`config.mk`:
```
export PLATFORM = sky130hd
export DESIGN_NAME = rssc_div
export DESIGN_NICKNAME = d
export VERILOG_FILES = /design/src/rtl/rssc_div.sv
export SDC_FILE = /design/constraint.sdc
export NUM_CORES = 2
export LEC_CHECK = 0
export ABC_AREA = 1
export BUFFER_PORTS_ARGS = -buffer_cell sky130_fd_sc_hd__buf_2
export CAP_MARGIN = 20
export CORE_ASPECT_RATIO = 0.6
export CORE_MARGIN = 1.5
export CORE_UTILIZATION = 55
export CTS_BUF_LIST = sky130_fd_sc_hd__clkbuf_8
export DETAILED_ROUTE_END_ITERATION = 7
export HOLD_SLACK_MARGIN = 0.02
export PLACE_DENSITY = 0.83
export SLEW_MARGIN = 0
export SYNTH_ARGS = -nofsm -noshare
export SYNTH_HDL_FRONTEND = slang
export SYNTH_SLANG_ARGS = --single-unit
export TNS_END_PERCENT = 30
```
`constraint.sdc`:
```
create_clock -name clock -period 2.4 [get_ports clock]
set_clock_uncertainty 0.2 [all_clocks]
set_input_delay 0.12 -clock clock [delete_from_list [all_inputs] [get_ports clock]]
set_output_delay 0.12 -clock clock [all_outputs]
set_load 0.005 [all_outputs]
```
`src/rtl/rssc_div.sv`:
```
// ----------------------------------------------------------------------------
// Pipelined restoring divider
// Computes floor(a * 2^(Q_W-1) / n) for a <= n, one quotient bit per stage.
// ----------------------------------------------------------------------------
module rssc_div #(
   parameter int A_W  = 30,
   parameter int N_W  = 32,
   parameter int Q_W  = 17,
   parameter int SB_W = 1
) (
   input  logic            clock,
   input  logic            reset,
   input  logic            en,
   input  logic            in_valid,
   input  logic [A_W-1:0]  in_a,
   input  logic [N_W-1:0]  in_n,
   input  logic [SB_W-1:0] in_sb,
   output logic            out_valid,
   output logic [Q_W-1:0]  out_q,
   output logic [SB_W-1:0] out_sb
);

   logic [Q_W-1:0]  valid_ff;
   logic [N_W:0]    rem_ff [Q_W];
   logic [N_W-1:0]  n_ff   [Q_W];
   logic [Q_W-1:0]  q_ff   [Q_W];
   logic [SB_W-1:0] sb_ff  [Q_W];

   // Valid bits follow the items down the stages.
   always_ff @(posedge clock) begin
      if (reset) begin
         valid_ff <= '0;
      end else if (en) begin
         valid_ff <= {valid_ff[Q_W-2:0], in_valid};
      end
   end

   for (genvar k = 0; k < Q_W; k++) begin : g_stage
      logic [N_W:0]    rem_try;
      logic [N_W:0]    rem_in;
      logic [Q_W-1:0]  q_in;
      logic [N_W-1:0]  n_cur;
      logic [SB_W-1:0] sb_cur;

      // Shift the partial remainder in, then try one subtraction.
      always_comb begin
         if (k == 0) begin
            rem_try = (N_W+1)'(in_a);
            q_in    = '0;
            n_cur   = in_n;
            sb_cur  = in_sb;
         end else begin
            rem_try = {rem_ff[k-1][N_W-1:0], 1'b0};
            q_in    = q_ff[k-1];
            n_cur   = n_ff[k-1];
            sb_cur  = sb_ff[k-1];
         end
         rem_in = rem_try;
         if (rem_try >= {1'b0, n_cur}) begin
            rem_in          = rem_try - {1'b0, n_cur};
            q_in[Q_W-1-k]   = 1'b1;
         end
      end

      always_ff @(posedge clock) begin
         if (en) begin
            rem_ff[k] <= rem_in;
            q_ff[k]   <= q_in;
            n_ff[k]   <= n_cur;
            sb_ff[k]  <= sb_cur;
         end
      end
   end

   assign out_valid = valid_ff[Q_W-1];
   assign out_q     = q_ff[Q_W-1];
   assign out_sb    = sb_ff[Q_W-1];

endmodule

```
==> reports/results.tsv, run 1 <==
metric	value	unit
largest net degree at the start of global routing	74	
Post-synth EDFFs	1194	
syn avg cell area	7.261	sq um
Syn Nets	12368	
starting density of the core	55.62	%
buffer depth of the longest clock path	4	
HPWL Detailed	325100	um
placer congestion estimate	1.174	
First Err	[ERROR GRT-0116] Global routing finished with congestion. Check the congestion regions in the DRC Viewer.	
Top Ports	86	
Synth Warn #	0	
Cell Area, Synth	85270	sq um
first-pass GRT wire length	684300	um
Die Ht	308	um
post-synth top area cell	edfxtp_1	
Synth top area share	42.05	%
DP Worst Slack	-0.7912	ns
number of cell rows	111	
ys async rst share	0	%
H-tree depth	4	
vias in the first global route	101674	
dpl cells	16378	
Synth area leaders	edfxtp_1 (42%), nand2_1 (21%), inv_1 (11%), ha_1 (7.9%), nand3_1 (5.0%)	
count of mapped cells out of synthesis	11744	
status	aborted with a tool error	
post-synthesis cell type count	40	
clk sink count	1211	
Die Wd	511.3	um
synthesized flop and latch total	1211	
Primary FF master, synth	edfxtp_1	
Port Buffers	85	
CTS root buffer	clkbuf_8	
CTS Buf Count	194	
Failed at	5_1_grt	
register area share after synthesis	42.45	%
Remaining Overflow, GRT	88	
GRT Total Usage	60.32	%
==> per-layer routing <==
layer | overflow | global-route usage (%)
met1 | 5 | 76.67
met2 | 38 | 64.69
met3 | 9 | 54.76
met4 | 35 | 26.10
met5 | 1 | 20.18
==> cells in the mapped netlist, types with 2 or more instances <==
master and count:
nand3_2 3, a21oi_1 368, o21bai_1 11, inv_1 2414
a21o_1 18, clkinv_1 2, and3_1 2, fa_1 16
or2_2 14, o21ai_0 28, nand4_1 48, nor2_2 16
nand2_2 18, inv_2 10, nand2_1 4721, nor3_1 134
nand3b_1 162, nor2_1 640, edfxtp_1 1194, nor4_1 2
nand3_1 854, buf_2 62, xor2_1 206, buf_4 38
nand2_4 7, buf_6 9, buf_1 2, clkbuf_1 24
dfxtp_1 17, and2_1 135, ha_1 541, xnor2_1 17
clkbuf_2 4
==> kinds of logic after synthesis <==
family | synth area share [%]
buffers and inverters | 11.63
flip-flops | 42.45
XOR/XNOR | 2.290
AO/OA/AOI/OAI | 2.629
AND/OR/NAND/NOR | 32.69
adder cells (fa/ha/maj) | 8.314
==> stage by stage <==
stage | hold WS, ns | utilization [%] | instance area [sq um]
CTS | 0.07695 | 80.63 | 123600
detailed placement | 0.1289 | 71.01 | 108900
global placement | 0.1269 | 71.01 | 108900
floorplan | 0.01887 | - | 85270
==> what timing repair did <==
| item | 4_1_cts |
|---|---|
| endpoints found under the setup margin | 496 |
| endpoints found under the hold margin | 1277 |
| pin swaps | 282 |
| gates resized for setup | 1442 |
| setup buffers | 288 |
| hold buffers | 138 |
| cloned | 33 |
==> run 2: changes to the inputs <==
CORE_ASPECT_RATIO = unset   (was 0.6)
CORE_UTILIZATION = 40   (was 55)
CTS_BUF_LIST = unset   (was sky130_fd_sc_hd__clkbuf_8)
HOLD_SLACK_MARGIN = unset   (was 0.02)
PLACE_DENSITY = unset   (was 0.83)
PLACE_DENSITY_LB_ADDON = 0.15   (was unset)
clock period = 3.1 ns   (was 2.4 ns; I/O delays follow)
==> reports/results.tsv, run 2 <==
metric	value	unit
starting density of the core	40.21	%
Cell Area, Synth	85270	sq um
via count	73674	
WS Path Type	input port to flop	
crit path time final	2.997	ns
clk sink count	1211	
Die Ht	464.7	um
Die Area	216000	sq um
first-pass GRT wire length	426600	um
fin crit share	96.69	%
crit-path max cell delay	0.57	ns
WL per Instance	18.83	um
antenna violations before repair	5	
sequence of cells on the critical path	dlygate4sd3_1 -> buf_2 -> inv_1 -> ha_1 -> inv_1 -> nor3_2 -> nand2_1 -> nor2_1 -> nand3_1 -> nand2_1 -> nor2_1 -> nand2_4 -> inv_2 -> buf_12 -> nand2_1 -> nand2_1 -> dlygate4sd3_1	
H-tree depth	4	
Comb power frac	51.1	%
Reg clk slew, reported paths	0.06	ns
Die Wd	464.7	um
number of cell rows	169	
HPWL Detailed	232900	um
Flop pwr share	30.2	%
buffer depth of the longest clock path	3	
Int Pwr	49130	uW
Final Max Tran Viols	0	
count of mapped cells out of synthesis	11744	
CP Launch Type	input port	
Largest regs	n_ff: 512 flops, rem_ff: 512 flops, q_ff: 153 flops	
Top Ports	86	
Syn Nets	12368	
Clock power frac	18.6	%
CP required	3.46	ns
core box area	212100	sq um
placer congestion estimate	0.9900	
Synth top area share	42.05	%
CP Max Fanout	25	
Port Buffers	85	
post-synthesis cell type count	40	
CTS tree	yes	
Final Hold Fails	0	
commonest cells after routing, fill and taps aside	nand2_1 (4721), inv_1 (2414), edfxtp_1 (1194)	
Antenna Nets Post-Route	0	
violated checks	DRC	
sw frac	46.63	%
Leak Pwr	0.05029	uW
slowest CP cell	dlygate4sd3_1	
DRC viols	6	
Worst-Margin Slew	0.6809	ns
Post-synth EDFFs	1194	
CP Capture Type	flop	
drt pass-1 iters	8	
P per Cell Area	953.2	nW/um^2
hold wc startpoint	in_a[0]	
worst setup path startpoint	in_n[29]	
most common cell after layout, fill and taps aside	nand2_1	
vias in the first global route	70339	
Synth area leaders	edfxtp_1 (42%), nand2_1 (21%), inv_1 (11%), ha_1 (7.9%), nand3_1 (5.0%)	
largest net degree at the start of global routing	113	
post-route setup TNS	0	ns
Slew headroom	54.61	%
max-cap violations	0	
Top cell by count, worst path	nand2_1	
Peak VDD IR	0.0006693	V
Layout area overhead	13.24	%
status	finished, violations left	
top-count cell post-synth	nand2_1	
Hold WC Path Type	input port to flop	
share of layout cells above drive strength 1	4.751	%
Net Sw Power	42920	uW
fmax	333.6	MHz
register area share after synthesis	42.45	%
crit path DAT	3.35	ns
Vias/cell	4.874	
ys async rst share	0	%
Final Core Density	45.53	%
GRT Total Usage	25.97	%
Post-synth top cells	nand2_1 (4721), inv_1 (2414), edfxtp_1 (1194)	
final setup vio count	0	
final net count	12796	
synthesized flop and latch total	1211	
Synth Warn #	0	
CTS Buf Count	143	
Initial DRC Count	5960	
syn avg cell area	7.261	sq um
later-pin clock latency in the skew report	0.83	ns
post-synth top area cell	edfxtp_1	
Remaining Overflow, GRT	0	
CTS root buffer	clkbuf_16	
Primary FF master, synth	edfxtp_1	
routed wire length	284700	um
R2R Path Start	rem_ff[0][95]	
## run 2: path summary, 6_finish.rpt
check | depth (start not counted) | endpoint | slack (ns)
setup / recovery | 17 | rem_ff[0][27] | 0.10
setup reg to reg | 11 | rem_ff[0][122] | 0.12
hold reg to reg | 0 | q_ff[0][275] | 0.21
hold / removal | 4 | rem_ff[0][0] | 0.09
## run 2: layout make-up
type / count / area (sq um)
Antenna cell: 1 / 2.502
Clock buffer: 165 / 3697
Clock inverter: 101 / 1145
Fill cell: 21485 / 115500
Inverter: 2426 / 9109
Multi-Input combinational cell: 7968 / 39190
Sequential cell: 1211 / 36190
Tap cell: 2821 / 3530
Timing Repair Buffer: 422 / 3701
## run 2: through the flow
| step | total power, uW | hold WS (ns) | setup slack (ns) | instance area (sq um) | std cells |
|---|---|---|---|---|---|
| after global routing | 99350 | 0.08096 | -0.006884 | 96570 | 15115 |
| after global placement | 74600 | 0.1389 | 0.003158 | 90320 | 14711 |
| final | 92050 | 0.08568 | 0.1027 | 96570 | 15115 |
| after detailed placement | 74680 | 0.1424 | 0.05034 | 90320 | 14711 |
| after floorplan | 57950 | 0.05387 | 0.8577 | 85270 | 11744 |
| after CTS | 92400 | 0.01797 | 0.01040 | 96500 | 15111 |
## run 2: logic make-up after synthesis
group                    share of synthesized area (%)
flip-flops                                       42.45
AO/OA/AOI/OAI                                    2.629
buffers and inverters                            11.63
adder cells (fa/ha/maj)                          8.314
AND/OR/NAND/NOR                                  32.69
XOR/XNOR                                         2.290
## run 2: worst max-delay path, delay by kind of cell
kind	cells	cell delay [ns]
AND/OR/NAND/NOR	9	1.20
adder cells (fa/ha/maj)	1	0.36
buffers and inverters	7	1.61
## run 2: what timing repair did
item | CTS | global route
hold buffers | 134 | 0
endpoints found under the setup margin | 0 | 97
hold endpoints to repair | 569 | 0
buffers inserted | 0 | 3
resized for setup | 0 | 10
## run 2: power by group through the flow
stage          Combinational [uW]  Clock, uW  Sequential (uW)
2_1_floorplan               32400          0            25500
3_3_place_gp                46300          0            28300
3_5_place_dp                46400          0            28200
4_1_cts                     46800      17600            28000
5_1_grt                     53000      18300            28100
6_report                    47100      17100            27800
## run 2: per-layer routing
layer  GRT usage (%)  vias to the layer above  share of wire, %
met3           2.519                      492               4.3
met2           45.27                     1977                49
met4           11.36                        0               4.7
met1           32.51                    33854                42
met5               0                        -                 0
li1                -                    37351                 -
Note: power is estimated with default switching activity, not from simulation.
