--- config.mk ---
export PLATFORM = sky130hd
export DESIGN_NAME = rssc_hit
export DESIGN_NICKNAME = d
export VERILOG_FILES = /design/src/rtl/rssc_pkg.sv /design/src/rtl/rssc_sqrt.sv /design/src/rtl/rssc_hit.sv
export SDC_FILE = /design/constraint.sdc
export NUM_CORES = 2
export LEC_CHECK = 0
export ABC_AREA = 1
export ABC_CLOCK_PERIOD_IN_PS = 7600
export CAP_MARGIN = 20
export CORE_MARGIN = 4
export CORE_UTILIZATION = 45
export CTS_BUF_LIST = sky130_fd_sc_hd__clkbuf_8
export CTS_CLUSTER_SIZE = 20
export DETAILED_ROUTE_END_ITERATION = 10
export DONT_BUFFER_PORTS = 1
export GPL_TIMING_DRIVEN = 0
export SKIP_LAST_GASP = 1
export SLEW_MARGIN = 20
export SYNTH_ARGS = -nofsm -noshare
export SYNTH_HDL_FRONTEND = slang
export SYNTH_SLANG_ARGS = --single-unit
--- constraint.sdc ---
create_clock -name clock -period 7.6 [get_ports clock]
set_input_delay 0.76 -clock clock [delete_from_list [all_inputs] [get_ports clock]]
set_output_delay 0.76 -clock clock [all_outputs]
set_load 0.02 [all_outputs]
--- src/rtl/rssc_pkg.sv ---
// ----------------------------------------------------------------------------
// Ray/sphere character shader package
// Shared constants and register codes for the shader pipeline.
// ----------------------------------------------------------------------------
package rssc_pkg;

   // Configuration register indexes.
   typedef enum logic [2:0] {
      CSR_FRAME_WIDTH  = 3'd0,
      CSR_FRAME_HEIGHT = 3'd1,
      CSR_CENTER_X     = 3'd2,
      CSR_CENTER_Y     = 3'd3,
      CSR_CENTER_Z     = 3'd4,
      CSR_SPHERE_SIZE  = 3'd5,
      CSR_NEAR_BAND    = 3'd6,
      CSR_FAR_BAND     = 3'd7
   } csr_index_type;

   // Output glyph codes (ASCII).
   localparam logic [6:0] GLYPH_NEAR  = 7'd35;
   localparam logic [6:0] GLYPH_MID   = 7'd43;
   localparam logic [6:0] GLYPH_FAR   = 7'd46;
   localparam logic [6:0] GLYPH_SPACE = 7'd32;

   // Field and datapath widths fixed by the Q8.8 formats.
   localparam int CENTER_W = 16;
   localparam int SIZE_W   = 15;
   localparam int DIST_W   = 15;
   localparam int GLYPH_W  = 7;
   localparam int MAG_W    = 15;   // direction magnitude after prescale
   localparam int SQ_W     = 30;   // square of one magnitude
   localparam int NORM_W   = 32;   // sum of three squares
   localparam int PROJ_W   = 19;   // projection length, signed
   localparam int K_W      = 34;   // |C|^2 - r^2, signed
   localparam int DISC_W   = 38;   // discriminant, signed
   localparam int ROOT_IN_W = 35;  // nonnegative discriminant
   localparam int ROOT_W   = 18;   // its square root

   localparam int PRESCALE_LIMIT = 32768;
   localparam logic [DIST_W-1:0] DIST_MAX = 15'd32767;

   // Reset values of the configuration registers.
   localparam int RST_FRAME_WIDTH  = 80;
   localparam int RST_FRAME_HEIGHT = 24;
   localparam logic [CENTER_W-1:0] RST_CENTER_Z = 16'd1536;
   localparam logic [SIZE_W-1:0] RST_SPHERE_SIZE = 15'd512;
   localparam logic [SIZE_W-1:0] RST_NEAR_BAND   = 15'd1280;
   localparam logic [SIZE_W-1:0] RST_FAR_BAND    = 15'd1408;

endpackage

--- src/rtl/rssc_sqrt.sv ---
// ----------------------------------------------------------------------------
// Pipelined integer square root
// Computes floor(sqrt(x)) one result bit per stage.
// ----------------------------------------------------------------------------
module rssc_sqrt #(
   parameter int W    = 17,
   parameter int SB_W = 1
) (
   input  logic                  clock,
   input  logic                  reset,
   input  logic                  en,
   input  logic                  in_valid,
   input  logic [W-1:0]          in_x,
   input  logic [SB_W-1:0]       in_sb,
   output logic                  out_valid,
   output logic [(W+1)/2-1:0]    out_root,
   output logic [SB_W-1:0]       out_sb
);

   localparam int RW = (W + 1) / 2;

   logic [RW-1:0]   valid_ff;
   logic [W-1:0]    rem_ff [RW];
   logic [RW-1:0]   res_ff [RW];
   logic [SB_W-1:0] sb_ff  [RW];

   always_ff @(posedge clock) begin
      if (reset) begin
         valid_ff <= '0;
      end else if (en) begin
         valid_ff <= {valid_ff[RW-2:0], in_valid};
      end
   end

   for (genvar k = 0; k < RW; k++) begin : g_stage
      localparam int B = RW - 1 - k;
      logic [W-1:0]    rem_cur;
      logic [RW-1:0]   res_cur;
      logic [SB_W-1:0] sb_cur;
      logic [W+1:0]    trial;
      logic [W-1:0]    rem_in;
      logic [RW-1:0]   res_in;

      // The remainder holds x - res^2; adding bit B costs res*2^(B+1) + 4^B.
      always_comb begin
         if (k == 0) begin
            rem_cur = in_x;
            res_cur = '0;
            sb_cur  = in_sb;
         end else begin
            rem_cur = rem_ff[k-1];
            res_cur = res_ff[k-1];
            sb_cur  = sb_ff[k-1];
         end
         trial  = ((W+2)'(res_cur) << (B + 1)) | ((W+2)'(1) << (2 * B));
         rem_in = rem_cur;
         res_in = res_cur;
         if ((W+2)'(rem_cur) >= trial) begin
            rem_in    = W'((W+2)'(rem_cur) - trial);
            res_in[B] = 1'b1;
         end
      end

      always_ff @(posedge clock) begin
         if (en) begin
            rem_ff[k] <= rem_in;
            res_ff[k] <= res_in;
            sb_ff[k]  <= sb_cur;
         end
      end
   end

   assign out_valid = valid_ff[RW-1];
   assign out_root  = res_ff[RW-1];
   assign out_sb    = sb_ff[RW-1];

endmodule

--- src/rtl/rssc_hit.sv ---
// ----------------------------------------------------------------------------
// Sphere hit back end
// Projects the center on the ray, solves for the nearer hit and shades it.
// ----------------------------------------------------------------------------
module rssc_hit #(
   parameter int F = 8
) (
   input  logic                                clock,
   input  logic                                reset,
   input  logic                                en,
   input  logic                                in_valid,
   input  logic signed [F+1:0]                 dir [3],
   input  logic signed [rssc_pkg::CENTER_W-1:0] center [3],
   input  logic signed [rssc_pkg::K_W-1:0]     k_term,
   input  logic [rssc_pkg::SIZE_W-1:0]         near_band,
   input  logic [rssc_pkg::SIZE_W-1:0]         far_band,
   output logic                                out_valid,
   output logic [rssc_pkg::GLYPH_W-1:0]        out_glyph,
   output logic                                out_hit,
   output logic [rssc_pkg::DIST_W-1:0]         out_dist
);
   import rssc_pkg::*;

   localparam int PR_W = CENTER_W + F + 2;

   logic [3:0]                valid_ff;
   logic signed [PR_W-1:0]    prod_ff [3];
   logic signed [PROJ_W-1:0]  p_ff, p2_ff, p3_ff;
   logic [ROOT_IN_W:0]        pp_ff;
   logic [ROOT_IN_W-1:0]      rad_ff;
   logic                      neg_ff;
   logic signed [PR_W+1:0]    dot;
   logic signed [DISC_W-1:0]  disc;

   logic                      sq_valid;
   logic [ROOT_W-1:0]         root;
   logic [PROJ_W:0]           sq_sb;

   logic signed [PROJ_W:0]    near_dist;
   logic                      hit_in;
   logic [GLYPH_W-1:0]        glyph_in;
   logic                      valid_o_ff, hit_ff;
   logic [GLYPH_W-1:0]        glyph_ff;
   logic [DIST_W-1:0]         dist_ff;

   always_ff @(posedge clock) begin
      if (reset) begin
         valid_ff <= '0;
      end else if (en) begin
         valid_ff <= {valid_ff[2:0], in_valid};
      end
   end

   // Projection P = floor(C . d / 2^F), then P^2 and the discriminant.
   always_comb begin
      dot  = (PR_W+2)'(prod_ff[0]) + (PR_W+2)'(prod_ff[1]) + (PR_W+2)'(prod_ff[2]);
      disc = $signed({2'b00, pp_ff}) - DISC_W'(k_term);
   end

   always_ff @(posedge clock) begin
      if (en) begin
         for (int i = 0; i < 3; i++) begin
            prod_ff[i] <= PR_W'(center[i]) * PR_W'(dir[i]);
         end
         p_ff   <= PROJ_W'(dot >>> F);
         pp_ff  <= (ROOT_IN_W+1)'(p_ff) * (ROOT_IN_W+1)'(p_ff);
         p2_ff  <= p_ff;
         neg_ff <= disc[DISC_W-1];
         rad_ff <= disc[DISC_W-1] ? '0 : disc[ROOT_IN_W-1:0];
         p3_ff  <= p2_ff;
      end
   end

   rssc_sqrt #(
      .W    (ROOT_IN_W),
      .SB_W (PROJ_W + 1)
   ) u_root (
      .clock     (clock),
      .reset     (reset),
      .en        (en),
      .in_valid  (valid_ff[3]),
      .in_x      (rad_ff),
      .in_sb     ({neg_ff, p3_ff}),
      .out_valid (sq_valid),
      .out_root  (root),
      .out_sb    (sq_sb)
   );

   // Nearer distance, hit test and glyph bands on the unsaturated value.
   always_comb begin
      near_dist = $signed({sq_sb[PROJ_W-1], sq_sb[PROJ_W-1:0]})
                  - $signed({2'b00, root});
      hit_in    = !sq_sb[PROJ_W] && (near_dist > 0);
      glyph_in  = GLYPH_SPACE;
      if (hit_in) begin
         priority if (near_dist > $signed({5'b0, far_band})) begin
            glyph_in = GLYPH_FAR;
         end else if (near_dist > $signed({5'b0, near_band})) begin
            glyph_in = GLYPH_MID;
         end else begin
            glyph_in = GLYPH_NEAR;
         end
      end
   end

   always_ff @(posedge clock) begin
      if (reset) begin
         valid_o_ff <= 1'b0;
      end else if (en) begin
         valid_o_ff <= sq_valid;
      end
   end

   always_ff @(posedge clock) begin
      if (en) begin
         glyph_ff <= glyph_in;
         hit_ff   <= hit_in;
         if (!hit_in) begin
            dist_ff <= '0;
         end else if (near_dist > $signed({5'b0, DIST_MAX})) begin
            dist_ff <= DIST_MAX;
         end else begin
            dist_ff <= near_dist[DIST_W-1:0];
         end
      end
   end

   assign out_valid = valid_o_ff;
   assign out_glyph = glyph_ff;
   assign out_hit   = hit_ff;
   assign out_dist  = dist_ff;

endmodule

==> results.json <==
{
  "ys_warn_count": 0,
  "syn_area_sq_um": 92300,
  "synth-seq-cells": 1374,
  "start_util": 0.455,
  "cp_slowest_stage_delay_ps": 570,
  "grt_usage": 0.204,
  "overflow": 0,
  "drive_above_1_share": 0.0582,
  "synth_area_leaders": "edfxtp_1 44%, fa_1 17%, ha_1 8.1%",
  "min_path_type": "primary input to register",
  "clock-root-buffer": "clkbuf_8",
  "maxCapViolCount": 0,
  "placedCellCount": 11600,
  "ios": 170,
  "die_x_microns": 461,
  "ctsLongestPathBuffers": 3,
  "drc": 0,
  "clk_latency_ps": 980,
  "die_area_sq_um": 212000,
  "cts.sinks": 1374,
  "ys.flop_type": "edfxtp_1",
  "finalCritPeriodShare": 0.957,
  "synth_edf_count": 1351,
  "fin_nets": 10600,
  "drt_iter0_drc": 4015,
  "hp-start": "reset",
  "ys_types": 69,
  "dr.pass1.iters": 6,
  "fmax_mhz": 137,
  "netlist.area_leader.share": 0.440,
  "path_class": "register to register",
  "start_kind": "register",
  "layout_min_cycle_time_ps": 7280,
  "hpwl_microns": 170000,
  "coreArea_sq_um": 203000,
  "stdcell_count": 12000,
  "synth.avg_cell_area_sq_um": 10.4,
  "cp_data_required_time_ps": 8240,
  "row_count": 165,
  "worstReg2RegStart": "p_ff[17]",
  "routedWlPerCell_microns": 17.8,
  "vias": 60300,
  "slowest_stage": "fa_1",
  "hold_violations": 0,
  "cts.clk_slew.worst_paths_ps": 70,
  "gp_congestion": 0.926,
  "yosys.area.top_type": "edfxtp_1",
  "htreeDepth": 4,
  "grt_pass1_wl_microns": 339000,
  "status": "completed",
  "fin_skew_ps": 93.5,
  "cp.arrival_ps": 7920,
  "cts_tree": "yes",
  "slew_headroom": 0.185,
  "startpoint": "p_ff[17]",
  "setup_violations": 0,
  "viasPerCell": 5.02,
  "io_buffer_count": 0,
  "rsz0062_at_grt": "false",
  "maxSlewViolCount": 0,
  "die_y_microns": 461,
  "grt_max_degree": 244,
  "async_flop_share": 0,
  "seq_area_frac_synth": 0.445,
  "routed_wl_microns": 214000,
  "area_delta_synth_final_pct": 8.97,
  "synthCells": 8897,
  "ant_nets": 0,
  "antenna_found_initial": 29,
  "cts_made_buffers": 222,
  "grt_pass1_vias": 62100,
  "cp_max_fo": 10,
  "worstMarginPinSlew_ps": 1220,
  "crit_path_end_kind": "register"
}
-- Yosys cell counts (86+ instances only) --
| master | instances |
|---|---|
| o21ai_0 | 299 |
| nor2_1 | 472 |
| fa_1 | 762 |
| clkbuf_1 | 124 |
| xnor2_1 | 162 |
| edfxtp_1 | 1351 |
| nor4_1 | 97 |
| xor2_1 | 266 |
| nor3_1 | 86 |
| a21oi_1 | 395 |
| inv_1 | 1804 |
| nand2_1 | 1668 |
| ha_1 | 597 |
| nand3_1 | 197 |
-- per-layer routing --
metal / vias to the layer above / GRT usage / part of all wire
met1: 29300 / 0.274 / 0.44
met4: 6 / 0.0610 / 0.024
met5: - / 0 / 0.00021
met2: 1456 / 0.343 / 0.49
li1: 29300 / - / -
met3: 298 / 0.0305 / 0.049
-- layout by cell type, fill, tap and decap left out, types with 14 or more instances in the layout --
cell type and n:
inv_1 1861, nand2_1 1668, edfxtp_1 1351, fa_1 761
ha_1 597, nor2_1 472, a21oi_1 395, o21ai_0 299
xor2_1 266, clkbuf_8 228, nand3_1 197, xnor2_1 162
clkbuf_1 103, nor4_1 97, nor3_1 86, nand4_1 79
or2_2 78, a31oi_1 48, o21ai_1 48, clkinv_1 46
clkinv_2 41, a21o_1 36, o21bai_1 32, buf_2 31
dfxtp_1 23, clkbuf_2 22, buf_1 20, o211ai_1 18
buf_4 16, diode_2 15, nand3b_1 15, bufinv_16 14
-- through the flow --
step	cell area, sq um	setup TNS, ps	utilization	hold slack (ps)	worst slack (ps)
CTS	100000	0	0.495	54.0	2.39
finish	101000	0	0.495	202	323
global placement	95600	-708	0.471	400	-163
detailed placement	95800	-1120	0.472	405	-233
global route	101000	0	0.495	122	57.4
floorplan	92300	0	-	400	1360
-- worst paths after layout --
kind | end | slack (ps) | depth (start not counted)
setup / recovery | pp_ff[32] | 320 | 25
hold / removal | valid_ff[0] | 200 | 2
setup reg to reg | pp_ff[32] | 320 | 25
hold reg to reg | u_root.sb_ff[8][1] | 360 | 0
-- logic make-up (layout without fill, tap and decap cells) --
family                     count (synthesis)  in the layout  share of synthesized area
other                                      2             19                  0.0000814
adders and majority gates               1359           1359                      0.246
AOI/OAI and AO/OA                        974            974                     0.0593
xor gates and xnor gates                 428            428                     0.0406
DFF                                     1374           1374                      0.445
and+or+nand+nor                         2749           2749                      0.126
buffers and inverters                   2011           2435                     0.0832
-- critical path: cells and delay by family (launching register included) --
family          cells  cell delay, ps
compound gates      2             340
flops               1             490
buf+inv             6            1090
simple gates        8             930
xor+xnor            1             170
fa+ha+maj           8            3930
-- registers in the layout, indices dropped and copies added, names as in the netlist, 15 cells and up --
register / count
rad_ff: 35
pp_ff: 34
u_root.rem_ff: 595
u_root.sb_ff: 360
u_root.res_ff: 171
p2_ff: 19
prod_ff: 78
out_dist: 15
p_ff: 19
u_root.valid_ff: 18
p3_ff: 19
-- timing repair --
| item | in CTS | in global routing |
|---|---|---|
| buffers inserted | 2 | 9 |
| endpoints found under the setup margin | 12 | 16 |
| pin swaps | 0 | 0 |
| hold buffers | 2 | 0 |
| resized for setup | 6 | 33 |
| hold endpoints to repair | 4 | 0 |
-- final cells by class --
cell class | instances | area, sq um
fill | 18500 | 102000
multi-input combinational | 5514 | 43600
sequential | 1374 | 41000
inverter | 1814 | 6810
tap | 2672 | 3340
clock buffer | 228 | 3140
clock inverter | 181 | 1380
buffer | 190 | 866
timing repair buffer | 22 | 363
antenna | 15 | 37.5
Power is left out: the tool's default activity adds up to more than one toggle a clock period on the data nets, which glitch-free logic cannot reach.
