### config.mk
export PLATFORM = sky130hd
export DESIGN_NAME = rssc_sqrt
export DESIGN_NICKNAME = d
export VERILOG_FILES = /design/src/rtl/rssc_sqrt.sv
export SDC_FILE = /design/constraint.sdc
export NUM_CORES = 1
export LEC_CHECK = 0
export BUFFER_PORTS_ARGS = -buffer_cell sky130_fd_sc_hd__clkbuf_2
export CAP_MARGIN = 30
export CORE_ASPECT_RATIO = 1.75
export CORE_MARGIN = 3
export CORE_UTILIZATION = 56
export CTS_CLUSTER_DIAMETER = 120
export DETAILED_ROUTE_END_ITERATION = 7
export PLACE_DENSITY_LB_ADDON = 0.25
export SYNTH_ARGS = -nofsm -noshare
export SYNTH_HDL_FRONTEND = slang
export SYNTH_SLANG_ARGS = --single-unit
### constraint.sdc
create_clock -name clock -period 2.1 [get_ports clock]
set_clock_uncertainty 0.1 [all_clocks]
set_input_delay 0.21 -clock clock [delete_from_list [all_inputs] [get_ports clock]]
set_output_delay 0.21 -clock clock [all_outputs]
set_load 0.005 [all_outputs]
### src/rtl/rssc_sqrt.sv
// ----------------------------------------------------------------------------
// Pipelined integer square root
// Computes floor(sqrt(x)) one result bit per stage.
// ----------------------------------------------------------------------------
module rssc_sqrt #(
   parameter int W    = 17,
   parameter int SB_W = 1
) (
   input  logic                  clock,
   input  logic                  reset,
   input  logic                  en,
   input  logic                  in_valid,
   input  logic [W-1:0]          in_x,
   input  logic [SB_W-1:0]       in_sb,
   output logic                  out_valid,
   output logic [(W+1)/2-1:0]    out_root,
   output logic [SB_W-1:0]       out_sb
);

   localparam int RW = (W + 1) / 2;

   logic [RW-1:0]   valid_ff;
   logic [W-1:0]    rem_ff [RW];
   logic [RW-1:0]   res_ff [RW];
   logic [SB_W-1:0] sb_ff  [RW];

   always_ff @(posedge clock) begin
      if (reset) begin
         valid_ff <= '0;
      end else if (en) begin
         valid_ff <= {valid_ff[RW-2:0], in_valid};
      end
   end

   for (genvar k = 0; k < RW; k++) begin : g_stage
      localparam int B = RW - 1 - k;
      logic [W-1:0]    rem_cur;
      logic [RW-1:0]   res_cur;
      logic [SB_W-1:0] sb_cur;
      logic [W+1:0]    trial;
      logic [W-1:0]    rem_in;
      logic [RW-1:0]   res_in;

      // The remainder holds x - res^2; adding bit B costs res*2^(B+1) + 4^B.
      always_comb begin
         if (k == 0) begin
            rem_cur = in_x;
            res_cur = '0;
            sb_cur  = in_sb;
         end else begin
            rem_cur = rem_ff[k-1];
            res_cur = res_ff[k-1];
            sb_cur  = sb_ff[k-1];
         end
         trial  = ((W+2)'(res_cur) << (B + 1)) | ((W+2)'(1) << (2 * B));
         rem_in = rem_cur;
         res_in = res_cur;
         if ((W+2)'(rem_cur) >= trial) begin
            rem_in    = W'((W+2)'(rem_cur) - trial);
            res_in[B] = 1'b1;
         end
      end

      always_ff @(posedge clock) begin
         if (en) begin
            rem_ff[k] <= rem_in;
            res_ff[k] <= res_in;
            sb_ff[k]  <= sb_cur;
         end
      end
   end

   assign out_valid = valid_ff[RW-1];
   assign out_root  = res_ff[RW-1];
   assign out_sb    = sb_ff[RW-1];

endmodule

==> metrics.md, run 1 <==
| Metric | Value |
|---|---|
| Via count | `5959` |
| Crit-path max FO | `3` |
| TritonCTS Buffers | `17` |
| Leading area contributor after synthesis | `edfxtp_1` |
| Core area | `0.0160 sq mm` |
| Hold WS | `0.0614 ns` |
| Post-synth net total | `709` |
| Routed WL | `20200 microns` |
| Die height | `175 microns` |
| Final Non-Filler Cells | `1036` |
| Antenna Cells | `0` |
| Clock tree sinks | `199` |
| Status | `complete, but fails checks` |
| Post-route ant nets | `0` |
| Worst-Skew Late Latency | `0.44 ns` |
| # DRC | `0` |
| Critical Path End Type | `flip-flop` |
| Post-DP HPWL | `13100 microns` |
| Final period utilization | `111%` |
| Worst-path clk slew | `0.09 ns` |
| Pin count of the biggest net entering global routing | `66` |
| Average wire per standard cell | `19.5 microns` |
| Main area contributors after synthesis | `edfxtp_1, ha_1, xnor2_1, inv_1, dfxtp_1` |
| GPL Wtd Cong | `0.884` |
| VDD IR max | `0.757 mV` |
| Hold Fails Final Rpt | `0` |
| Leak Pwr | `4.84 nW` |
| Router iterations before antenna repair | `5` |
| TNS Setup | `-6.26 ns` |
| Site Rows | `61` |
| GR Util All Layers | `22.9%` |
| Antenna violations before repair | `0` |
| RSZ-0062 raised after global routing | `true` |
| Die W | `102 microns` |
| Slack of the critical path | `-0.226 ns` |
| Post-synthesis sequential area ratio | `64.6%` |
| Final setup viols | `53` |
| CTS tree | `done` |
| Most common cell after layout, fill and taps aside | `edfxtp_1` |
| Ys flop type | `edfxtp_1` |
| Max-cap violations | `0` |
| Num ports | `33` |
| Share of cells above drive strength 1 | `39.4%` |
| Failing checks | `setup timing` |
| Synth unique cells | `73` |
| Routed vias/inst | `5.75` |
| H-tree Lvls | `4` |
| Minimum clock period | `2.33 ns` |
| Iteration-0 DRC Markers | `274` |
| Die ar. | `0.0179 sq mm` |
| Startpoint types | `flip-flop` |
| Number of synthesized flops with an enable pin | `190` |
| Root Driver | `clkbuf_16` |
| Hold Crit Class | `input pin to flip-flop` |
| First-pass GRT wire length | `30800 microns` |
| Placed standard-cell area | `0.0103 sq mm` |
| Max-slew violations | `0` |
| Vias in the first global route | `6396` |
| Most frequent cells in the layout | `edfxtp_1, buf_4, inv_1` |
| Fillers | `899` |
| Inst Count DP | `942` |
| Initial Util | `57.1%` |
| Fmax | `430 MHz` |
| Layout Nets | `906` |
| Synth Register Bits | `199` |
| Yosys top cell area share | `62.7%` |
| Post-layout power | `12.5 mW` |
| Core Util, Final | `76.3%` |
| Area Overhead vs Synth | `33.6%` |
| Congestion Overflow GR | `0` |
| CTS max path bufs | `2` |
| Setup CP Type | `flip-flop to flip-flop` |
| Syn. warnings | `0` |
| Final instance area | `0.0122 sq mm` |
| Ys async rst share | `0%` |
| Mean post-synth cell area | `14.3 sq um` |
| Worst EP arrival | `2.41 ns` |
| PD cells | `1030 mW/mm^2` |
| IO Port Bufs | `32` |
| Post-place setup slack | `-0.351 ns` |
| Mapped cell area | `0.00911 sq mm` |
| Mapped Cells | `637` |
| WP data required | `2.18 ns` |
worst max-delay path: stages, from the launching register on:
cell	delay, ns
edfxtp_1	0.42
inv_2	0.09
ha_4	0.20
buf_6	0.11
nor2b_4	0.12
o31a_1	0.30
o211ai_1	0.25
buf_4	0.17
nand4_1	0.13
xnor2_1	0.17
synthesized netlist by cell type (all sizes together), types with 7 or more instances:
master	n
edfxtp	190
inv	59
ha	50
nor2	38
xnor2	26
a21oi	23
nand2	22
mux2	19
xor2	17
mux2i	15
o21ai	14
nor3	13
o21a	12
nor4	11
dfxtp	9
a21o	8
nand3	7
nor2b	7
nor4b	7
where the power goes:
part,switching (mW),leakage (nW),internal (mW)
Clock,1.69,0.305,1.75
Sequential,0.349,1.90,5.04
Combinational,1.69,2.64,2.01
flip-flops by register name, summed over array words and instances (netlist names):
| register | cells |
|---|---|
| rem_ff | 136 |
| res_ff | 45 |
| valid_ff | 9 |
| sb_ff | 9 |
layout make-up:
class | instances | area (sq um) | area share (%)
Clock inverter | 15 | 216 | 1.78
Inverter | 59 | 229 | 1.88
Multi-Input combinational cell | 372 | 3690 | 30.3
Tap cell | 189 | 236 | 1.94
Sequential cell | 199 | 5890 | 48.4
Timing Repair Buffer | 185 | 1490 | 12.2
Clock buffer | 17 | 425 | 3.50
final timing paths:
check                                   start             end  slack, ns  cells past startpoint
worst min-delay path                       en   rem_ff[0][65]       0.06                      1
worst max-delay path            res_ff[0][48]  rem_ff[0][118]      -0.23                      9
worst min register to register    sb_ff[0][5]     sb_ff[0][6]       0.32                      0
worst max register to register  res_ff[0][48]  rem_ff[0][118]      -0.23                      9
metal layers:
metal | share of wire, % | global-route usage [%] | up-vias
met3 | 2.9 | 3.68 | 78
met4 | 5.5 | 12.8 | 0
met1 | 30 | 19.4 | 2912
met2 | 61 | 46.7 | 180
met5 | 0 | 0 | -
li1 | - | - | 2789
repair_timing:
item                                    CTS  global route
hold buffers                             21             0
buffers inserted                         25            17
cloned                                    0             0
endpoints found under the hold margin    27             0
endpoints found under the setup margin   62            61
pin swaps                                42            36
gates resized for setup                  97            46
cell families after synthesis:
logic type / Yosys count / synth area share (%)
AOI/OAI and AO/OA: 99 / 7.75
and+or+nand+nor: 145 / 9.30
other: 1 / 0.0412
DFF: 199 / 64.6
buffers and inverters: 66 / 2.98
adders and majority gates: 50 / 6.87
muxes: 34 / 4.29
xor gates and xnor gates: 43 / 4.14
(Power assumes the default switching activity.)
==> run 2, diff against run 1 <==
Settings changed: CORE_UTILIZATION 56 to 60.
Clock period 2.1 ns to 2.75 ns, I/O delays scaled along.
==> run 2 against run 1 <==
The run now ends clean. Power fell by 34%. Combinational power fell by 54%. Routed wire length decreased by 18%. Global-route usage is 1.9 points lower. Clock power is 30% lower. Sequential share of layout area rose by 8.5 points. Final area shrank 15%. Register-to-register slack improved by 0.34 ns. Critical path type unchanged. Critical endpoint is now rem_ff[0][93]. Largest cell class unchanged. Largest power group unchanged.
==> metrics.md, run 2 (synthesized netlist as in run 1, its figures left out) <==
| Metric | Value |
|---|---|
| Die W | `99.1 microns (was 102 microns)` |
| Die ar. | `0.0167 sq mm (was 0.0179 sq mm)` |
| CTS tree | `done (unchanged)` |
| IO Port Bufs | `32 (unchanged)` |
| Slack of the critical path | `0.111 ns (was -0.226 ns)` |
| Leak Pwr | `4.07 nW (was 4.84 nW)` |
| Routed vias/inst | `5.83 (was 5.75)` |
| WL met3 | `387 microns (was 582 microns)` |
| Clock share of power | `29.4% (was 27.5%)` |
| H-tree Lvls | `4 (unchanged)` |
| Biggest regs | `rem_ff x136, res_ff x45 (unchanged)` |
| GPL Wtd Cong | `0.854 (was 0.884)` |
| Sw Share | `28.5% (was 29.7%)` |
| First-pass GRT wire length | `27000 microns (was 30800 microns)` |
| Clock tree sinks | `199 (unchanged)` |
| Antenna Cells | `0 (unchanged)` |
| Slowest stage delay, CP | `0.51 ns (was 0.42 ns)` |
| Worst EP arrival | `2.71 ns (was 2.41 ns)` |
| Post-Route M1 WL | `5100 microns (was 6130 microns)` |
| Status | `completed (was complete, but fails checks)` |
| Die height | `169 microns (was 175 microns)` |
| Max-slew violations | `0 (unchanged)` |
| Routed WL | `16600 microns (was 20200 microns)` |
| Final setup viols | `0 (was 53)` |
| Iteration-0 DRC Markers | `238 (was 274)` |
| TNS Setup | `0 ns (was -6.26 ns)` |
| Router iterations before antenna repair | `4 (was 5)` |
| Internal power | `5.87 mW (was 8.80 mW)` |
| # DRC | `0 (unchanged)` |
| Root Driver | `clkbuf_16 (unchanged)` |
| Combinational Power Share | `20.8% (was 29.5%)` |
| Via count | `5296 (was 5959)` |
| Crit-path max FO | `7 (was 3)` |
| WP data required | `2.83 ns (was 2.18 ns)` |
| Pin count of the biggest net entering global routing | `72 (was 66)` |
| Area Overhead vs Synth | `13.7% (was 33.6%)` |
| Worst-path clk slew | `0.07 ns (was 0.09 ns)` |
| Vias in the first global route | `5864 (was 6396)` |
| Seq pwr share | `49.8% (was 43.0%)` |
| Average wire per standard cell | `18.3 microns (was 19.5 microns)` |
| Hold Crit Class | `input pin to flip-flop (unchanged)` |
| Worst-Skew Late Latency | `0.44 ns (about the same)` |
| Site Rows | `59 (was 61)` |
| Fmax | `379 MHz (was 430 MHz)` |
| Max reg flops | `136 (unchanged)` |
| Core area | `0.0148 sq mm (was 0.0160 sq mm)` |
| Most frequent cells in the layout | `edfxtp_1, inv_1, ha_1 (was edfxtp_1, buf_4, inv_1)` |
| CTS max path bufs | `2 (unchanged)` |
| GR Util All Layers | `21.0% (was 22.9%)` |
| Post-route ant nets | `0 (unchanged)` |
| Core Util, Final | `69.8% (was 76.3%)` |
| Hold WS | `0.0244 ns (was 0.0614 ns)` |
| Worst-Margin Slew | `0.588 ns` |
| Num ports | `33 (unchanged)` |
| Critical Path End Type | `flip-flop (unchanged)` |
| Setup CP Type | `flip-flop to flip-flop (unchanged)` |
| Register bank with the most flops | `rem_ff (unchanged)` |
| Net Sw Power | `2.34 mW (was 3.72 mW)` |
| Minimum clock period | `2.64 ns (was 2.33 ns)` |
| Antenna violations before repair | `0 (unchanged)` |
| Congestion Overflow GR | `0 (unchanged)` |
| Crit path buf inv count | `0 (was 3)` |
| Post-place setup slack | `0.141 ns (was -0.351 ns)` |
| Initial Util | `61.4% (was 57.1%)` |
| VDD IR max | `0.561 mV (was 0.757 mV)` |
| Crit-path slowest cell | `a221o_1 (was edfxtp_1)` |
| Hold Fails Final Rpt | `0 (unchanged)` |
| Startpoint types | `flip-flop (unchanged)` |
| Layout Nets | `784 (was 906)` |
| Final period utilization | `96.0% (was 111%)` |
| PD cells | `793 mW/mm^2 (was 1030 mW/mm^2)` |
| Max-cap violations | `0 (unchanged)` |
| Top cell family by delay on the critical path | `compound AO/OA/AOI/OAI gates (unchanged)` |
| Highest metal used | `met4 (unchanged)` |
| Post-DP HPWL | `12000 microns (was 13100 microns)` |
| CP cell instances | `ha_1, a21oi_1, o21ai_0, a221o_1, nor2_4, mux2_1 (was inv_2, ha_4, buf_6, nor2b_4, o31a_1, o211ai_1, buf_4, nand4_1, xnor2_1)` |
| Met2 routed WL | `10200 microns (was 12400 microns)` |
| Slew headroom | `60.8%` |
| Most common cell after layout, fill and taps aside | `edfxtp_1 (unchanged)` |
| RSZ-0062 raised after global routing | `false (was true)` |
| Fillers | `1008 (was 899)` |
| Share of cells above drive strength 1 | `15.0% (was 39.4%)` |
| TritonCTS Buffers | `17 (unchanged)` |
-- run 2: timing repair --
action | CTS | global route
endpoints found under the hold margin | 19 | 0
resized for setup | 0 | 2
hold buffers | 19 | 0
setup buffers | 0 | 1
endpoints found under the setup margin | 0 | 9
-- run 2: final cells by class --
class	instances	area [sq um]	share of cell area, %
multi-input combinational	372	2960	28.6
clock inverter	14	156	1.51
clock buffer	18	429	4.15
sequential	199	5890	56.9
tap	183	229	2.21
timing repair buffer	63	474	4.58
inverter	59	221	2.14
-- run 2: path summary, 6_finish.rpt --
path                      start       endpoint  slack, ns  cells after the start
setup reg to reg  rem_ff[0][77]  rem_ff[0][93]       0.11                      6
hold reg to reg     sb_ff[0][6]    sb_ff[0][7]       0.32                      0
hold / removal            reset    valid_ff[0]       0.02                      2
setup / recovery  rem_ff[0][77]  rem_ff[0][93]       0.11                      6
-- run 2: routing by layer --
| metal | vias to the layer above | GRT usage (%) |
|---|---|---|
| met2 | 112 | 43.4 |
| li1 | 2543 | - |
| met3 | 56 | 4.04 |
| met1 | 2585 | 17.0 |
| met4 | 0 | 12.4 |
| met5 | - | 0 |
-- run 2: power by group through the flow --
stage	clock network, mW	registers (mW)	logic, mW
2_1_floorplan	0	4.07	1.27
3_3_place_gp	0	4.13	1.56
3_5_place_dp	0	4.15	1.67
4_1_cts	2.45	4.09	1.70
5_1_grt	2.58	4.13	1.88
6_report	2.41	4.09	1.71
-- run 2: per-stage QoR --
stage	instance area, sq um	power [mW]	std cells
final	10400	8.21	908
after global routing	10400	8.59	908
after CTS	10300	8.24	907
after detailed placement	9560	5.82	856
after global placement	9560	5.69	856
after floorplan	9110	5.34	637
