<file path="src/rtl/rssc_pkg.sv">
// ----------------------------------------------------------------------------
// Ray/sphere character shader package
// Shared constants and register codes for the shader pipeline.
// ----------------------------------------------------------------------------
package rssc_pkg;

   // Configuration register indexes.
   typedef enum logic [2:0] {
      CSR_FRAME_WIDTH  = 3'd0,
      CSR_FRAME_HEIGHT = 3'd1,
      CSR_CENTER_X     = 3'd2,
      CSR_CENTER_Y     = 3'd3,
      CSR_CENTER_Z     = 3'd4,
      CSR_SPHERE_SIZE  = 3'd5,
      CSR_NEAR_BAND    = 3'd6,
      CSR_FAR_BAND     = 3'd7
   } csr_index_type;

   // Output glyph codes (ASCII).
   localparam logic [6:0] GLYPH_NEAR  = 7'd35;
   localparam logic [6:0] GLYPH_MID   = 7'd43;
   localparam logic [6:0] GLYPH_FAR   = 7'd46;
   localparam logic [6:0] GLYPH_SPACE = 7'd32;

   // Field and datapath widths fixed by the Q8.8 formats.
   localparam int CENTER_W = 16;
   localparam int SIZE_W   = 15;
   localparam int DIST_W   = 15;
   localparam int GLYPH_W  = 7;
   localparam int MAG_W    = 15;   // direction magnitude after prescale
   localparam int SQ_W     = 30;   // square of one magnitude
   localparam int NORM_W   = 32;   // sum of three squares
   localparam int PROJ_W   = 19;   // projection length, signed
   localparam int K_W      = 34;   // |C|^2 - r^2, signed
   localparam int DISC_W   = 38;   // discriminant, signed
   localparam int ROOT_IN_W = 35;  // nonnegative discriminant
   localparam int ROOT_W   = 18;   // its square root

   localparam int PRESCALE_LIMIT = 32768;
   localparam logic [DIST_W-1:0] DIST_MAX = 15'd32767;

   // Reset values of the configuration registers.
   localparam int RST_FRAME_WIDTH  = 80;
   localparam int RST_FRAME_HEIGHT = 24;
   localparam logic [CENTER_W-1:0] RST_CENTER_Z = 16'd1536;
   localparam logic [SIZE_W-1:0] RST_SPHERE_SIZE = 15'd512;
   localparam logic [SIZE_W-1:0] RST_NEAR_BAND   = 15'd1280;
   localparam logic [SIZE_W-1:0] RST_FAR_BAND    = 15'd1408;

endpackage

</file>
<file path="src/rtl/rssc_dir.sv">
// ----------------------------------------------------------------------------
// Ray direction front end
// Builds the integer direction, prescales it and forms the squared lengths.
// ----------------------------------------------------------------------------
module rssc_dir #(
   parameter int P = 10
) (
   input  logic                       clock,
   input  logic                       reset,
   input  logic                       en,
   input  logic                       in_valid,
   input  logic [P-1:0]               column,
   input  logic [P-1:0]               row,
   input  logic [P-1:0]               frame_width,
   input  logic [P-1:0]               frame_height,
   output logic                       out_valid,
   output logic [rssc_pkg::SQ_W-1:0]  out_sq [3],
   output logic [rssc_pkg::NORM_W-1:0] out_norm,
   output logic [2:0]                 out_neg
);
   import rssc_pkg::*;

   localparam int MW   = P + 2;
   localparam int SMAX = (MW > MAG_W) ? MW - MAG_W : 0;
   localparam int SH_W = (SMAX > 0) ? $clog2(SMAX + 1) : 1;

   logic [3:0]          valid_ff;
   logic signed [P+2:0] raw_ff [3];
   logic [MAG_W-1:0]    mag_ff [3];
   logic [2:0]          neg_ff, neg2_ff, neg3_ff;
   logic [SQ_W-1:0]     sq_ff  [3];
   logic [SQ_W-1:0]     sq2_ff [3];
   logic [NORM_W-1:0]   norm_ff;

   logic [P-1:0]        height;
   logic signed [P+2:0] raw_in [3];
   logic [MW-1:0]       mag    [3];
   logic [MW-1:0]       mag_or;
   logic [SH_W-1:0]     sh;

   always_ff @(posedge clock) begin
      if (reset) begin
         valid_ff <= '0;
      end else if (en) begin
         valid_ff <= {valid_ff[2:0], in_valid};
      end
   end

   // Stage one: direction (2c - W, 2H - 4r, 2H), zero height taken as one.
   always_comb begin
      height    = (frame_height == '0) ? P'(1) : frame_height;
      raw_in[0] = $signed({2'b00, column, 1'b0}) - $signed({3'b000, frame_width});
      raw_in[1] = $signed({2'b00, height, 1'b0}) - $signed({1'b0, row, 2'b00});
      raw_in[2] = $signed({2'b00, height, 1'b0});
   end

   // Stage two: magnitudes, shifted together until the largest fits.
   always_comb begin
      mag_or = '0;
      for (int i = 0; i < 3; i++) begin
         mag[i] = raw_ff[i][P+2] ? MW'(-raw_ff[i]) : MW'(raw_ff[i]);
         mag_or = mag_or | mag[i];
      end
      sh = '0;
      for (int s = SMAX; s >= 0; s--) begin
         if ((mag_or >> s) < PRESCALE_LIMIT) begin
            sh = SH_W'(s);
         end
      end
   end

   always_ff @(posedge clock) begin
      if (en) begin
         for (int i = 0; i < 3; i++) begin
            raw_ff[i] <= raw_in[i];
            mag_ff[i] <= MAG_W'(mag[i] >> sh);
            sq_ff[i]  <= SQ_W'(mag_ff[i]) * SQ_W'(mag_ff[i]);
            sq2_ff[i] <= sq_ff[i];
            neg_ff[i] <= raw_ff[i][P+2];
         end
         neg2_ff <= neg_ff;
         neg3_ff <= neg2_ff;
         norm_ff <= NORM_W'(sq_ff[0]) + NORM_W'(sq_ff[1]) + NORM_W'(sq_ff[2]);
      end
   end

   assign out_valid = valid_ff[3];
   assign out_sq    = sq2_ff;
   assign out_norm  = norm_ff;
   assign out_neg   = neg3_ff;

endmodule

</file>
<file path="config.mk">
export PLATFORM = sky130hd
export DESIGN_NAME = rssc_dir
export DESIGN_NICKNAME = d
export VERILOG_FILES = /design/src/rtl/rssc_pkg.sv /design/src/rtl/rssc_dir.sv
export SDC_FILE = /design/constraint.sdc
export NUM_CORES = 1
export LEC_CHECK = 0
export ABC_CLOCK_PERIOD_IN_PS = 11700
export CORE_MARGIN = 3
export CORE_UTILIZATION = 55
export CTS_CLUSTER_DIAMETER = 50
export DETAILED_ROUTE_END_ITERATION = 10
export DONT_BUFFER_PORTS = 1
export PLACE_DENSITY_LB_ADDON = 0.08
export SLEW_MARGIN = 5
export SYNTH_ARGS = -nofsm -noshare
export SYNTH_HDL_FRONTEND = slang
export SYNTH_SLANG_ARGS = --single-unit
</file>
<file path="constraint.sdc">
create_clock -name clock -period 11.7 [get_ports clock]
set_clock_uncertainty 0.2 [all_clocks]
set_input_delay 2.34 -clock clock [delete_from_list [all_inputs] [get_ports clock]]
set_output_delay 2.34 -clock clock [all_outputs]
set_load 0.01 [all_outputs]
</file>
==> results of run 1 <==
==> worst max-delay path: stages, from the launching register on <==
cell      delay (ns)
edfxtp_1        0.55
inv_1           0.22
nor2_1          0.11
fa_1            0.54
inv_1           0.06
fa_1            0.53
inv_1           0.05
fa_1            0.52
fa_1            0.44
fa_1            0.55
inv_1           0.05
fa_1            0.49
inv_1           0.04
ha_1            0.35
and3_1          0.22
nand2_1         0.07
nor3_1          0.32
o21ai_1         0.15
a21oi_1         0.29
nor4_1          0.08
a311o_1         0.33
==> cell usage in the layout (no fill, tap or decap), types with 5 or more instances in the layout <==
| cell | netlist | final |
|---|---|---|
| a211o_1 | 5 | 5 |
| a211oi_1 | 12 | 12 |
| a21o_1 | 32 | 32 |
| a21oi_1 | 69 | 69 |
| a31oi_1 | 9 | 9 |
| and2_1 | 86 | 86 |
| and3_1 | 8 | 8 |
| clkbuf_16 | 0 | 31 |
| conb_1 | 1 | 27 |
| edfxtp_1 | 233 | 233 |
| fa_1 | 212 | 212 |
| ha_1 | 271 | 271 |
| inv_1 | 371 | 371 |
| inv_6 | 0 | 5 |
| nand2_1 | 134 | 134 |
| nand2b_1 | 11 | 11 |
| nand3_1 | 21 | 21 |
| nor2_1 | 78 | 78 |
| nor2b_1 | 24 | 24 |
| nor3_1 | 19 | 19 |
| nor4_1 | 8 | 8 |
| o21a_1 | 12 | 12 |
| o21ai_0 | 42 | 42 |
| o21ai_1 | 12 | 12 |
| o21bai_1 | 12 | 12 |
| o22ai_1 | 5 | 5 |
| o31ai_1 | 10 | 10 |
| or3_1 | 9 | 9 |
| xnor2_1 | 72 | 72 |
| xor2_1 | 33 | 33 |
==> cells in the mapped netlist (3+ instances only) <==
master    count  share of area, %
a211o_1       5              0.21
a211oi_1     12              0.42
a21boi_0      4              0.14
a21o_1       32               1.1
a21oi_1      69               1.6
a311o_1       3              0.14
a31o_2        3              0.12
a31oi_1       9              0.26
and2_1       86               2.5
and3_1        8              0.23
buf_2         3             0.070
buf_4        29               1.0
clkbuf_1     50              0.88
dfxtp_1       4              0.38
edfxtp_1    233                33
fa_1        212                20
ha_1        271                16
inv_1       371               6.5
mux2_2        3              0.16
mux2i_1       4              0.19
nand2_1     134               2.4
nand2b_1     11              0.32
nand3_1      21              0.49
nand4_1       4              0.12
nor2_1       78               1.4
nor2b_1      24              0.70
nor3_1       19              0.45
nor3b_1       3              0.11
nor4_1        8              0.23
o211ai_1      3              0.11
o21a_1       12              0.42
o21ai_0      42              0.99
o21ai_1      12              0.28
o21bai_1     12              0.42
o22ai_1       5              0.15
o31ai_1      10              0.35
or3_1         9              0.26
xnor2_1      72               3.0
xor2_1       33               1.4
==> kinds of logic after synthesis <==
kind of cell               share of synthesized area, %
muxes                                            0.3461
adders and majority gates                         35.80
and+or+nand+nor                                   9.680
AOI/OAI and AO/OA                                 8.166
xor gates and xnor gates                          4.312
other                                           0.01758
DFF                                               33.18
buffers and inverters                             8.501
==> layer usage <==
metal | vias up | global-route usage [%]
li1 | 6397 | -
met1 | 6379 | 31.05
met3 | 69 | 3.864
met4 | 0 | 5.766
met5 | - | 0
met2 | 353 | 33.44
==> metrics by stage <==
| step | setup WS [ns] | util [%] | hold slack, ns | std cells | cell area (sq um) |
|---|---|---|---|---|---|
| floorplan | 5.636 | - | 0.2003 | 1991 | 21430 |
| global placement | 5.348 | 57.06 | 0.2033 | 2420 | 21640 |
| detailed placement | 5.249 | 57.06 | 0.2052 | 2420 | 21640 |
| CTS | 5.265 | 59.73 | 0.2168 | 2477 | 22660 |
| global route | 4.921 | 59.73 | 0.2241 | 2477 | 22660 |
| finish | 5.259 | 59.73 | 0.2179 | 2477 | 22660 |
==> area by class of cell <==
cell class | count | area [sq um]
clock buffers | 33 | 783.3
clock inverters | 24 | 230.2
fillers | 3136 | 15270
inverters | 371 | 1393
multi-input cells | 1301 | 12540
flip-flops and latches | 237 | 7077
well taps | 511 | 639.4
==> sequential cells by signal, summed over array words and instances (netlist names), 4 cells and up <==
name      cells
out_norm     26
valid_ff      4
mag_ff       32
out_sq       68
raw_ff       33
sq_ff        68
==> final timing paths <==
path | endpoint | slack [ns] | cells after the start
min | mag_ff[0][27]$_DFFE_PP_ | 0.22 | 0
min reg2reg | mag_ff[0][27]$_DFFE_PP_ | 0.22 | 0
max reg2reg | sq_ff[0][81]$_DFFE_PP_ | 5.26 | 20
max | sq_ff[0][81]$_DFFE_PP_ | 5.26 | 20
==> impl_metrics.toml, run 1 <==
[critical_path]
critPathKind = "reg2reg"
end_kind = "flip-flop"
startpoint_type = "flip-flop"
startpoint = "mag_ff[0][33]$_DFFE_PP_"
rr_startpoint = "mag_ff[0][33]$_DFFE_PP_"
cp.required_ns = 11.80
worstPathArrival_ns = 6.54
path_max_fanout = 11

[finish]
syn2layout_area_growth_pct = 6.236
drive_above_1_share_pct = 3.866
insertedDiodeCount = 0
fin_nets = 2469

[cts]
ctsHoldBuffers = 0
cts_setup_buffers = 0
cts_max_level = 1
clock_sinks = 237
path_clk_slew_ns = 0.06
insertion_delay_ns = 0.57
ctsResizeCount = 0
cts_buffers = 31
cts_tree = "done"
clockBufferDepth = 3
cts_root_buf = "clkbuf_16"

[placement]
port_buffers = 0
place_congestion = 0.9008
dp_hpwl_um = 35380

[floorplanning]
die_w_um = 202.9
rows = 71
initial_core_util_pct = 56.23
core_area_sq_um = 37930
io_pins = 170
die_h_um = 202.9
die_area_sq_um = 41180

[drt]
drtAntennaViolNets = 0
route.met2.wl_um = 19260
top_layer = "met4"
wl_per_cell_um = 17.44
wirelength_um = 43200
vias_per_cell = 5.328
dr.first_iter.drc_count = 662
wl_met1_um = 20030
wl_met3_um = 2784
dr.pass1.iters = 6
remaining_drc_errors = 0
dr_total_vias = 13200

[synth]
synth_edf_count = 233
synth_flop_cell = "edfxtp_1"
postSynthAreaPerCell_sq_um = 10.85
synth_area_sq_um = 21330
seq_area_frac_synth_pct = 33.18
yosys_warnings = 0
ys_types = 73
ys_ff_latch = 237
netlist_instances = 1965
synthArstFlopShare_pct = 0

[grt]
track_usage_pct = 21.40
grt_pass1_vias = 13470
grt_first_pass_wirelength_um = 70590
grt_max_degree = 238
grt.overflow.total = 0
antenna_found_initial = 0

[worst_hold_path]
hp-class = "reg2reg"
min_from = "raw_ff[0][29]$_DFFE_PP_"

[timing]
worstMarginPinSlew_ns = 0.7300
relSlewSlack_pct = 51.33
tns_ns = 0
period_needed_ns = 6.441
grt_setup_unrepaired = "no"
setup_viol = 0
timing.fmax_mhz = 155.2
min_period_over_period_pct = 55.05
finalHoldViolCount = 0
maxSlewViolCount = 0

[job]
maxCapViolations = 0

[run_status]
status = "complete, no violations"
Power of run 1 is not shown: default switching activity piles up to over one toggle a cycle in this logic, so the estimate is an artifact.
==> run 2, diff against run 1 <==
Settings changed: ABC_CLOCK_PERIOD_IN_PS 11700 to 6700.
Clock period 11.7 ns to 6.7 ns, I/O delays scaled along.
==> impl_metrics.toml, run 2 (synthesis gave the netlist of run 1 again) <==
[finish]
fillers = 3115
syn2layout_area_growth_pct = 7.063
drive_above_1_share_pct = 4.596
stdcell_area_sq_um = 22830
final_cell_mix = "inv_1 (371), ha_1 (271), edfxtp_1 (233), fa_1 (212), nand2_1 (134)"
layout_commonest_cell = "inv_1"
fin_nets = 2483
insertedDiodeCount = 0

[cts]
cts_setup_buffers = 0
cts_root_buf = "clkbuf_16"
ctsResizeCount = 0
clockBufferDepth = 3
cts_max_level = 1
ctsHoldBuffers = 0
insertion_delay_ns = 0.56
path_clk_slew_ns = 0.06
cts_tree = "done"
clock_sinks = 237
cts_buffers = 31

[timing]
worstMarginPinSlew_ns = 0.6317
grt_setup_unrepaired = "no"
min_period_over_period_pct = 94.27
period_needed_ns = 6.316
timing.hold.ws_ns = 0.2162
tns_ns = 0
maxSlewViolCount = 0
finalHoldViolCount = 0
relSlewSlack_pct = 57.63
setup_viol = 0
timing.fmax_mhz = 158.3

[grt]
grt.overflow.total = 0
grt_max_degree = 238
grt_first_pass_wirelength_um = 70570
track_usage_pct = 21.49
grt_pass1_vias = 13200
antenna_found_initial = 0

[drt]
drtAntennaViolNets = 0
dr_total_vias = 13130
wirelength_um = 43170
vias_per_cell = 5.271
dr.pass1.iters = 5
dr.first_iter.drc_count = 692
remaining_drc_errors = 0
wl_per_cell_um = 17.33

[critical_path]
cp_cell_sequence = "inv_1 > nor2_1 > fa_1 > inv_1 > fa_1 > inv_1 > fa_1 > fa_1 > fa_1 > inv_1 > fa_1 > inv_1 > ha_1 > and3_1 > nand2_1 > nor3_1 > o21ai_1 > a21oi_1 > nor4_1 > a311o_1"
cp.required_ns = 6.81
cpMostUsedCell = "fa_1"
reg2reg_slack_ns = 0.38
slowest_stage = "edfxtp_1"
worst-path-buf-inv = 5
cp_slowest_stage_delay_ns = 0.55
critPathKind = "reg2reg"
path_max_fanout = 11
end_kind = "flip-flop"
worstPathArrival_ns = 6.42
startpoint_type = "flip-flop"
crit_family = "adder cells"

[worst_hold_path]
hp-class = "reg2reg"

[placement]
place_congestion = 0.8878
dp_hpwl_um = 35430
place_area_sq_um = 21750
port_buffers = 0

[job]
maxCapViolations = 0

[floorplanning]
core_area_sq_um = 37930
rows = 71
initial_core_util_pct = 56.23
die_w_um = 202.9
io_pins = 170
die_h_um = 202.9
die_area_sq_um = 41180

[run_status]
status = "complete, no violations"
[run 2: metrics by stage]
stage	utilization, %	std cells	setup slack [ns]
after floorplan	-	1991	0.6358
after global placement	57.34	2434	0.4864
after detailed placement	57.34	2434	0.4174
after CTS	60.20	2491	0.3922
after global routing	60.20	2491	0.06415
final	60.20	2491	0.3841
[run 2: worst register-to-register path, stage by stage, from the launching register on]
cell and delay (ns):
edfxtp_1 0.55, inv_1 0.20, nor2_1 0.10, fa_1 0.54
inv_1 0.05, fa_1 0.53, inv_1 0.05, fa_1 0.52
fa_1 0.44, fa_1 0.54, inv_1 0.05, fa_1 0.49
inv_1 0.04, ha_1 0.34, and3_1 0.21, nand2_1 0.07
nor3_1 0.28, o21ai_1 0.14, a21oi_1 0.29, nor4_1 0.08
a311o_1 0.34
[run 2: final cells by class]
type / instances / area (sq um) / area share (%)
Inverter: 371 / 1393 / 6.099
Sequential cell: 237 / 7077 / 30.99
Clock inverter: 23 / 297.8 / 1.304
Multi-Input combinational cell: 1301 / 12540 / 54.90
Timing Repair Buffer: 14 / 105.1 / 0.4603
Clock buffer: 34 / 787.0 / 3.447
Tap cell: 511 / 639.4 / 2.800
[run 2: path summary, 6_finish.rpt]
path / depth (start not counted) / to / start
max: 20 / sq_ff[0][81]$_DFFE_PP_ / mag_ff[0][33]$_DFFE_PP_
min: 0 / mag_ff[0][28]$_DFFE_PP_ / raw_ff[0][30]$_DFFE_PP_
max reg2reg: 20 / sq_ff[0][81]$_DFFE_PP_ / mag_ff[0][33]$_DFFE_PP_
min reg2reg: 0 / mag_ff[0][28]$_DFFE_PP_ / raw_ff[0][30]$_DFFE_PP_
[run 2: routing by layer]
metal  GRT usage, %  vias up  part of all wire, %
li1               -     6421                    -
met1          31.92     6329                   48
met2          33.29      317                   45
met3          3.159       62                  5.1
met4          5.791        0                  2.5
met5              0        -                    0
Power of run 2 is left out for the same reason.
==> run 3, diff against run 2 <==
Settings changed: PLACE_DENSITY set to 0.7, PLACE_DENSITY_LB_ADDON 0.08 to unset, SLEW_MARGIN 5 to unset.
==> impl_metrics.toml, run 3 (synthesis gave the netlist of run 1 again) <==
[grt]
antenna_found_initial = 0
grt_max_degree = 238
grt.overflow.total = 0
grt_pass1_vias = 13800
grt_first_pass_wirelength_um = 71650
track_usage_pct = 21.80

[floorplanning]
io_pins = 170
core_area_sq_um = 37930
rows = 71
initial_core_util_pct = 56.23
die_w_um = 202.9
die_area_sq_um = 41180
die_h_um = 202.9

[finish]
final_cell_mix = "inv_1 (371), ha_1 (271), edfxtp_1 (233), fa_1 (212), nand2_1 (134)"
fillers = 3090
seqCellArea_sq_um = 7077
insertedDiodeCount = 0
layout_commonest_cell = "inv_1"
fin_nets = 2489
drive_above_1_share_pct = 4.930
syn2layout_area_growth_pct = 7.597
multi_input_area_sq_um = 12540

[drt]
dr.pass1.iters = 5
remaining_drc_errors = 0
vias_per_cell = 5.390
wl_per_cell_um = 17.42
drtAntennaViolNets = 0
dr.first_iter.drc_count = 838
wirelength_um = 43530
dr_total_vias = 13470

[cts]
ctsResizeCount = 0
clockBufferDepth = 3
cts_tree = "done"
ctsHoldBuffers = 0
insertion_delay_ns = 0.53
path_clk_slew_ns = 0.06
cts_setup_buffers = 0
cts_root_buf = "clkbuf_16"
clock_sinks = 237
cts_max_level = 2
cts_buffers = 35

[timing]
worst_slack_ns = 0.4038
period_needed_ns = 6.296
setup_viol = 0
tns_ns = 0
finalHoldViolCount = 0
maxSlewViolCount = 0
timing.fmax_mhz = 158.8
timing.hold.ws_ns = 0.2140
relSlewSlack_pct = 55.62
worstMarginPinSlew_ns = 0.6657
min_period_over_period_pct = 93.97
grt_setup_unrepaired = "no"

[critical_path]
worstPathArrival_ns = 6.36
worst-path-buf-inv = 5
reg2reg_slack_ns = 0.40
startpoint_type = "flip-flop"
path_max_fanout = 11
end_kind = "flip-flop"
critPathKind = "reg2reg"
cp_slowest_stage_delay_ns = 0.55
cpMostUsedCell = "fa_1"
slowest_stage = "fa_1"
cp.required_ns = 6.77
rr_startpoint = "mag_ff[0][27]$_DFFE_PP_"
startpoint = "mag_ff[0][27]$_DFFE_PP_"
crit_family = "adder cells"
cp_cell_sequence = "inv_1 > nor2_1 > fa_1 > inv_1 > fa_1 > inv_1 > fa_1 > fa_1 > fa_1 > inv_1 > fa_1 > inv_1 > ha_1 > and3_1 > nand2_1 > nor3_1 > o21ai_1 > a21oi_1 > nor4_1 > a311o_1"

[job]
maxCapViolations = 0

[run_status]
status = "complete, no violations"

[placement]
port_buffers = 0
pre_cts_ws_ns = 0.4226
place_congestion = 0.9118
dp_hpwl_um = 35500

[worst_hold_path]
hp-class = "reg2reg"
min_from = "neg_ff[0]$_DFFE_PP_"
## run 3: layout make-up
cell class | count | area share, %
tap | 511 | 2.786
sequential | 237 | 30.84
multi-input combinational | 1301 | 54.63
clock buffer | 40 | 4.084
clock inverter | 23 | 1.074
timing repair buffer | 16 | 0.5234
inverter | 371 | 6.068
## run 3: path summary, 6_finish.rpt
check	end	cells past startpoint
hold reg to reg	neg2_ff[0]$_DFFE_PP_	0
setup reg to reg	sq_ff[0][81]$_DFFE_PP_	20
hold / removal	neg2_ff[0]$_DFFE_PP_	0
setup / recovery	sq_ff[0][81]$_DFFE_PP_	20
## run 3: metrics by stage
stage,instance area [sq um],instances,util [%]
after global routing,22950,2499,60.50
final,22950,2499,60.50
after floorplan,21430,1991,-
after CTS,22950,2499,60.50
after global placement,21760,2436,57.38
after detailed placement,21760,2436,57.38
## run 3: layer usage
metal / GRT usage [%] / part of all wire [%] / up-vias
li1: - / - / 6446
met1: 31.83 / 47 / 6585
met2: 33.49 / 45 / 358
met3: 3.784 / 5.4 / 80
met4: 6.954 / 3.0 / 0
met5: 0 / 0 / -
Power of run 3 is left out for the same reason.
